File: config.mk
export PLATFORM = sky130hd
export DESIGN_NAME = pmd_front
export DESIGN_NICKNAME = d
export VERILOG_FILES = /design/src/hdl/pmd_pkg.sv /design/src/hdl/pmd_front.sv
export SDC_FILE = /design/constraint.sdc
export NUM_CORES = 1
export LEC_CHECK = 0
export ABC_AREA = 0
export ABC_CLOCK_PERIOD_IN_PS = 20800
export BUFFER_PORTS_ARGS = -buffer_cell sky130_fd_sc_hd__buf_2
export CAP_MARGIN = 20
export CORE_MARGIN = 1
export CORE_UTILIZATION = 40
export DETAILED_ROUTE_END_ITERATION = 16
export MAX_ROUTING_LAYER = met4
export PLACE_DENSITY = 0.63
export RECOVER_POWER = 25
export SETUP_SLACK_MARGIN = 0.5
export SKIP_CTS_REPAIR_TIMING = 1
export SYNTH_ARGS = -nofsm -noshare
export SYNTH_HDL_FRONTEND = slang
export SYNTH_SLANG_ARGS = --single-unit
File: constraint.sdc
create_clock -name aclk -period 20.8 [get_ports aclk]
set_input_delay 2.08 -clock aclk [delete_from_list [all_inputs] [get_ports aclk]]
set_output_delay 2.08 -clock aclk [all_outputs]
set_load 0.05 [all_outputs]
File: src/hdl/pmd_pkg.sv
// Shared types and constants for the peak meter with decay.
package pmd_pkg;

    // Sample and peak widths
    localparam int SAMPLE_BITS = 16;
    localparam int FS_BITS     = SAMPLE_BITS - 1;
    localparam int PEAK_W      = FS_BITS;
    localparam logic [PEAK_W-1:0] MAG_MAX = {PEAK_W{1'b1}};

    // Log conversion
    localparam int EXP_W         = $clog2(FS_BITS);
    localparam int MANT_W        = 16;
    localparam int LOG_FRAC_BITS = 12;
    localparam int NORM_W        = FS_BITS + MANT_W;
    localparam int SHIFT_W       = $clog2(NORM_W);
    localparam int DIFF_W        = $clog2(FS_BITS * (1 << LOG_FRAC_BITS) + 1);
    localparam int COEF_W        = 15;
    localparam int PROD_W        = DIFF_W + COEF_W;
    localparam int MAGDB_W       = PROD_W - 16;
    localparam int DB_PER_LOG2   = 24660;
    localparam logic [PEAK_W-1:0] FLOOR_LEVEL = PEAK_W'((1 << FS_BITS) / 10000);

    // dBFS range, Q8.8
    localparam int DB_W         = 16;
    localparam int DB_FLOOR_MAG = 20480;
    localparam logic signed [DB_W-1:0] DB_MIN = -16'sd20480;
    localparam logic signed [DB_W-1:0] DB_MAX = 16'sd1536;

    // Output field width
    localparam int LEVEL_W = 16;

    // Decay coefficient, Q0.16
    localparam int DECAY_W = 16;
    localparam logic [DECAY_W-1:0] DECAY_LO    = 16'd32768;
    localparam logic [DECAY_W-1:0] DECAY_HI    = 16'd65470;
    localparam logic [DECAY_W-1:0] DECAY_RESET = 16'd62259;

    // Configuration port
    localparam int CFG_IDX_W  = 2;
    localparam int CFG_DATA_W = 16;

    typedef enum logic [CFG_IDX_W-1:0] {
        CFG_OUTPUT_MODE  = CFG_IDX_W'(0),
        CFG_DECAY_FACTOR = CFG_IDX_W'(1)
    } pmd_cfg_idx_t;

    typedef struct packed {
        logic signed [SAMPLE_BITS-1:0] sample;
        logic                          end_of_block;
    } pmd_in_t;

    typedef struct packed {
        logic signed [LEVEL_W-1:0] level;
        logic signed [DB_W-1:0]    peak_db;
    } pmd_out_t;

    // One slot of the log pipeline
    typedef struct packed {
        logic [PEAK_W-1:0]        peak;
        logic                     floor_hit;
        logic [EXP_W-1:0]         expo;
        logic [MANT_W-1:0]        mant;
        logic [LOG_FRAC_BITS-1:0] frac;
    } pmd_lane_t;

endpackage

File: src/hdl/pmd_front.sv
// Input register, block maximum and held peak update.
module pmd_front import pmd_pkg::*; (
    input  logic                aclk,
    input  logic                aresetn,
    input  logic                s_valid,
    output logic                s_ready,
    input  pmd_in_t             s_data,
    input  logic [DECAY_W-1:0]  decay_factor,
    output logic                peak_valid,
    input  logic                peak_ready,
    output logic [PEAK_W-1:0]   peak_value
);

    logic                     in_valid_reg;
    logic [PEAK_W-1:0]        mag_reg;
    logic                     eob_reg;
    logic [PEAK_W-1:0]        block_max_reg;
    logic [PEAK_W-1:0]        held_peak_reg;

    logic [SAMPLE_BITS-1:0]   raw;
    logic [SAMPLE_BITS-1:0]   raw_abs;
    logic [PEAK_W-1:0]        mag_next;
    logic [PEAK_W-1:0]        blk_max;
    logic [PEAK_W-1:0]        peak_diff;
    logic [PEAK_W+DECAY_W-1:0] decay_prod;
    logic [PEAK_W-1:0]        held_peak_next;
    logic                     item_take;

    // Magnitude, saturated at full scale minus one
    always_comb begin
        raw     = s_data.sample;
        raw_abs = raw[SAMPLE_BITS-1] ? SAMPLE_BITS'(~raw + 1'b1) : raw;
        mag_next = raw_abs[SAMPLE_BITS-1] ? MAG_MAX : raw_abs[PEAK_W-1:0];
    end

    // Release: peak*d + max*(1-d) == max + (peak-max)*d
    always_comb begin
        blk_max    = (mag_reg > block_max_reg) ? mag_reg : block_max_reg;
        peak_diff  = held_peak_reg - blk_max;
        decay_prod = (PEAK_W+DECAY_W)'(peak_diff) * (PEAK_W+DECAY_W)'(decay_factor);
        if (blk_max >= held_peak_reg) begin
            held_peak_next = blk_max;
        end else begin
            held_peak_next = blk_max + decay_prod[PEAK_W+DECAY_W-1:DECAY_W];
        end
    end

    assign item_take  = in_valid_reg && (!eob_reg || peak_ready);
    assign s_ready    = !in_valid_reg || !eob_reg || peak_ready;
    assign peak_valid = in_valid_reg && eob_reg;
    assign peak_value = held_peak_next;

    always_ff @(posedge aclk) begin
        if (!aresetn) begin
            in_valid_reg  <= 1'b0;
            block_max_reg <= '0;
            held_peak_reg <= '0;
        end else begin
            if (s_ready) begin
                in_valid_reg <= s_valid;
            end
            if (item_take) begin
                if (eob_reg) begin
                    held_peak_reg <= held_peak_next;
                    block_max_reg <= '0;
                end else begin
                    block_max_reg <= blk_max;
                end
            end
        end
    end

    always_ff @(posedge aclk) begin
        if (s_ready && s_valid) begin
            mag_reg <= mag_next;
            eob_reg <= s_data.end_of_block;
        end
    end

endmodule

==> impl_results.html <==
<table>
<tr><th>Metric</th><th>Value</th></tr>
<tr><th colspan="2">Run status</th></tr>
<tr><td>Outcome</td><td>finished with violations</td></tr>
<tr><td>Violations in the final reports</td><td>capacitance limit, slew limit</td></tr>
<tr><th colspan="2">Layout</th></tr>
<tr><td>N_diodes</td><td>0</td></tr>
<tr><td>Area Overhead vs Synth</td><td>6.02%</td></tr>
<tr><td>Multi-input gate area in the final layout</td><td>about 0.011 mm^2</td></tr>
<tr><td>Number of nets in the final layout</td><td>roughly 1900</td></tr>
<tr><td>Leading cell type in the layout, fill and taps excluded</td><td>sky130_fd_sc_hd__inv_1</td></tr>
<tr><td>Ratio of cells with drive above 1 in the final layout</td><td>7.39%</td></tr>
<tr><td>Sequential cell area</td><td>about 0.0011 mm^2</td></tr>
<tr><td>Number of inserted filler cells in the final layout</td><td>3200</td></tr>
<tr><td>Highest-count cells in the layout ignoring fill and taps</td><td>sky130_fd_sc_hd__inv_1, sky130_fd_sc_hd__nand2_1, sky130_fd_sc_hd__fa_1</td></tr>
<tr><th colspan="2">Place</th></tr>
<tr><td>Dpl hpwl</td><td>around 27000 um</td></tr>
<tr><td>Count of input and output buffers</td><td>53</td></tr>
<tr><td>Final weighted congestion in routability-driven placement</td><td>0.961</td></tr>
<tr><th colspan="2">Synthesis</th></tr>
<tr><td>Synth warnings</td><td>0</td></tr>
<tr><td>Distinct cells, synth</td><td>88</td></tr>
<tr><td>Cells after Synth</td><td>~1600</td></tr>
<tr><td>Post-synthesis register bit count</td><td>47</td></tr>
<tr><td>Ys flop type</td><td>sky130_fd_sc_hd__dfxtp_1</td></tr>
<tr><td>Number of synthesized flops with an enable pin</td><td>16</td></tr>
<tr><td>Net count of the mapped netlist</td><td>1913</td></tr>
<tr><td>Asr flop ratio synth</td><td>0%</td></tr>
<tr><td>Synth Cell Area</td><td>~0.013 mm^2</td></tr>
<tr><td>Synthesized area per cell</td><td>~8.3 um^2</td></tr>
<tr><td>Register area share after synthesis</td><td>between 8 and 9%</td></tr>
<tr><th colspan="2">Clocking</th></tr>
<tr><td>CTS clock-pin slew for the worst setup and hold paths</td><td>roughly 0.060 ns</td></tr>
<tr><td>CTS tree</td><td>yes</td></tr>
<tr><td>Skew-Pair Late Insertion Delay</td><td>around 0.29 ns</td></tr>
<tr><td>Max Buffers Root-to-Sink</td><td>2</td></tr>
<tr><td>Total number of H-tree levels</td><td>2</td></tr>
<tr><td>Clock Sink Count</td><td>47</td></tr>
<tr><td>Clock root cell</td><td>sky130_fd_sc_hd__clkbuf_16</td></tr>
<tr><td>Number of buffers added by the clock tree synthesis step</td><td>5</td></tr>
<tr><th colspan="2">Critical path</th></tr>
<tr><td>Most numerous cell on the critical path</td><td>sky130_fd_sc_hd__fa_1</td></tr>
<tr><td>CP endpoint kind</td><td>primary output</td></tr>
<tr><td>Slowest stage delay, CP</td><td>0.83 ns</td></tr>
<tr><td>Critical path peak fanout</td><td>27</td></tr>
<tr><td>CP max-delay cell</td><td>sky130_fd_sc_hd__nor3_1</td></tr>
<tr><td>Worst-case reg-to-reg path depth</td><td>39</td></tr>
<tr><td>Required time worst endpoint</td><td>around 19 ns</td></tr>
<tr><td>Critical path type</td><td>register to primary output</td></tr>
<tr><td>Crit start category</td><td>register</td></tr>
<tr><td>Crit path arrival time</td><td>between 10 and 15 ns</td></tr>
<tr><th colspan="2">STA</th></tr>
<tr><td>Skew final</td><td>0.00749 ns</td></tr>
<tr><td>Actual transition at the worst max-transition pin</td><td>about 1.5 ns</td></tr>
<tr><td>Max-slew violation count</td><td>37</td></tr>
<tr><td>Total Neg Setup Slack</td><td>0 ns</td></tr>
<tr><td>Achievable Freq</td><td>between 60 and 70 MHz</td></tr>
<tr><td>Min Tclk post-route</td><td>between 15 and 20 ns</td></tr>
<tr><td>Worst slew margin relative to its limit</td><td>-2.25%</td></tr>
<tr><td>Final hold viol count</td><td>0</td></tr>
<tr><td>Post-route clock period utilization</td><td>roughly 70%</td></tr>
<tr><td>Endpoints failing setup</td><td>0</td></tr>
<tr><td>RSZ-0062 raised after global routing</td><td>false</td></tr>
<tr><th colspan="2">Detailed routing</th></tr>
<tr><td>Detail-routed net length per standard cell</td><td>around 17 um</td></tr>
<tr><td>Wire length reported by the detailed router</td><td>around 34000 um</td></tr>
<tr><td>Total DRC errors in the routed layout</td><td>0</td></tr>
<tr><td>Number of nets still failing antenna checks after routing</td><td>0</td></tr>
<tr><td>Vias per inst</td><td>5.45</td></tr>
<tr><td>Iteration count of the initial detailed-routing pass</td><td>5</td></tr>
<tr><td>Routed vias</td><td>10900</td></tr>
<tr><td>Count of routing violations after the opening detailed-route iteration</td><td>between 700 and 800</td></tr>
<tr><th colspan="2">Global routing</th></tr>
<tr><td>Most utilized layer in the global route result</td><td>met2</td></tr>
<tr><td>Via count of the first global-routing pass</td><td>around 11000</td></tr>
<tr><td>GRT overflow</td><td>0</td></tr>
<tr><td>Maximum number of pins on one net before global-route repair</td><td>37</td></tr>
<tr><td>Grt met3 use</td><td>under 10%</td></tr>
<tr><td>Total GRT Usage</td><td>about 22%</td></tr>
<tr><td>Wire length of the first global-routing pass</td><td>56300 um</td></tr>
<tr><td>Global-route track usage on met1</td><td>28.9%</td></tr>
<tr><td>Global routing usage on met2</td><td>a little under two fifths</td></tr>
<tr><td>Initial antenna violation count</td><td>0</td></tr>
<tr><th colspan="2">Die</th></tr>
<tr><td>Die Wd</td><td>roughly 180 um</td></tr>
<tr><td>Core outline area</td><td>roughly 0.032 mm^2</td></tr>
<tr><td>Starting density of the core</td><td>approximately two fifths</td></tr>
<tr><td>DIE HEIGHT</td><td>roughly 180 um</td></tr>
<tr><td>Die area</td><td>0.0332 mm^2</td></tr>
<tr><td>Number of cell rows</td><td>65</td></tr>
<tr><td>I/O pin count</td><td>54</td></tr>
<tr><th colspan="2">Job</th></tr>
<tr><td>Number of max-cap violations</td><td>1</td></tr>
<tr><th colspan="2">Min path</th></tr>
<tr><td>Hold WC Path Type</td><td>register to register</td></tr>
<tr><td>Min-Delay Path Depth</td><td>2</td></tr>
</table>
## area by class of cell
type	instances	area share, %
Clock buffer	8	1.13
Inverter	247	6.72
Multi-Input combinational cell	1200	77.5
Tap cell	435	3.95
Sequential cell	47	7.99
Timing Repair Buffer	68	2.72
## synth_stat cells (all sizes together) (4+ instances only)
library cell	instances	share of area, %
a211oi	20	1.3
nand2b	27	1.3
dfxtp	31	4.8
nand2	217	6.3
a21o	10	0.58
or2	5	0.24
nor3	27	1.1
a31oi	10	0.60
edfxtp	16	3.7
o21a	8	0.47
mux2i	23	1.9
xnor2	29	2.0
a22oi	8	0.46
o2111ai	9	0.61
o21ai	42	1.7
o211ai	10	0.62
o31ai	14	0.81
a211o	5	0.34
and3	28	1.4
clkbuf	59	1.7
a21oi	51	2.0
ha	127	12
o21ba	4	0.31
o221ai	10	0.94
and2	75	3.6
buf	15	0.84
nand4	10	0.48
nor2	66	1.9
o211a	5	0.38
a32oi	5	0.34
nand3	34	1.3
nor4	5	0.24
or3	9	0.43
inv	246	7.1
xor2	21	1.4
a31o	7	0.47
fa	181	28
mux2	12	1.1
nor2b	43	2.1
maj3	5	0.41
## metal layers
metal  share of wire [%]  up-vias
met5                   0        -
met4                 1.5        0
met3                 4.5       32
met2                  49      291
met1                  45     5454
li1                    -     5160
## stage by stage
step / setup WS (ns) / utilization [%] / cell area (um^2) / hold WS (ns) / cells
after floorplan: 7.13 / - / 13000 / 0.453 / 1568
after global placement: 6.36 / 42.9 / 13600 / 0.479 / 1996
after detailed placement: 6.17 / 42.9 / 13600 / 0.484 / 1997
after CTS: 5.83 / 43.4 / 13800 / 0.493 / 2005
after global routing: 5.06 / 43.4 / 13800 / 0.536 / 2005
final: 5.80 / 43.4 / 13800 / 0.496 / 2005
## critical path: cells and delay by family (launching register included)
| family | cells | cell delay (ns) |
|---|---|---|
| fa+ha+maj | 10 | 4.21 |
| compound gates | 15 | 3.92 |
| simple gates | 7 | 2.32 |
| buf+inv | 6 | 1.26 |
| flops | 1 | 0.41 |
| mux | 1 | 0.41 |
| xor+xnor | 1 | 0.08 |
## path summary, 6_finish.rpt
path	from	endpoint	slack, ns
worst min-delay path	held_peak_reg[12]	held_peak_reg[12]	0.50
worst min register to register	held_peak_reg[12]	held_peak_reg[12]	0.50
worst max register to register	mag_reg[11]	held_peak_reg[11]	8.29
worst max-delay path	mag_reg[11]	peak_value[11]	5.80
## cell families after synthesis
| logic type | Yosys count | synth area share (%) |
|---|---|---|
| and+or+nand+nor | 559 | 21.2 |
| DFF | 47 | 8.47 |
| xor gates and xnor gates | 50 | 3.37 |
| muxes | 35 | 2.93 |
| adders and majority gates | 313 | 40.5 |
| buffers and inverters | 321 | 9.67 |
| AOI/OAI and AO/OA | 243 | 13.9 |
Power is left out: the tool's default activity adds up to more than one toggle a clock period on the data nets, which glitch-free logic cannot reach.
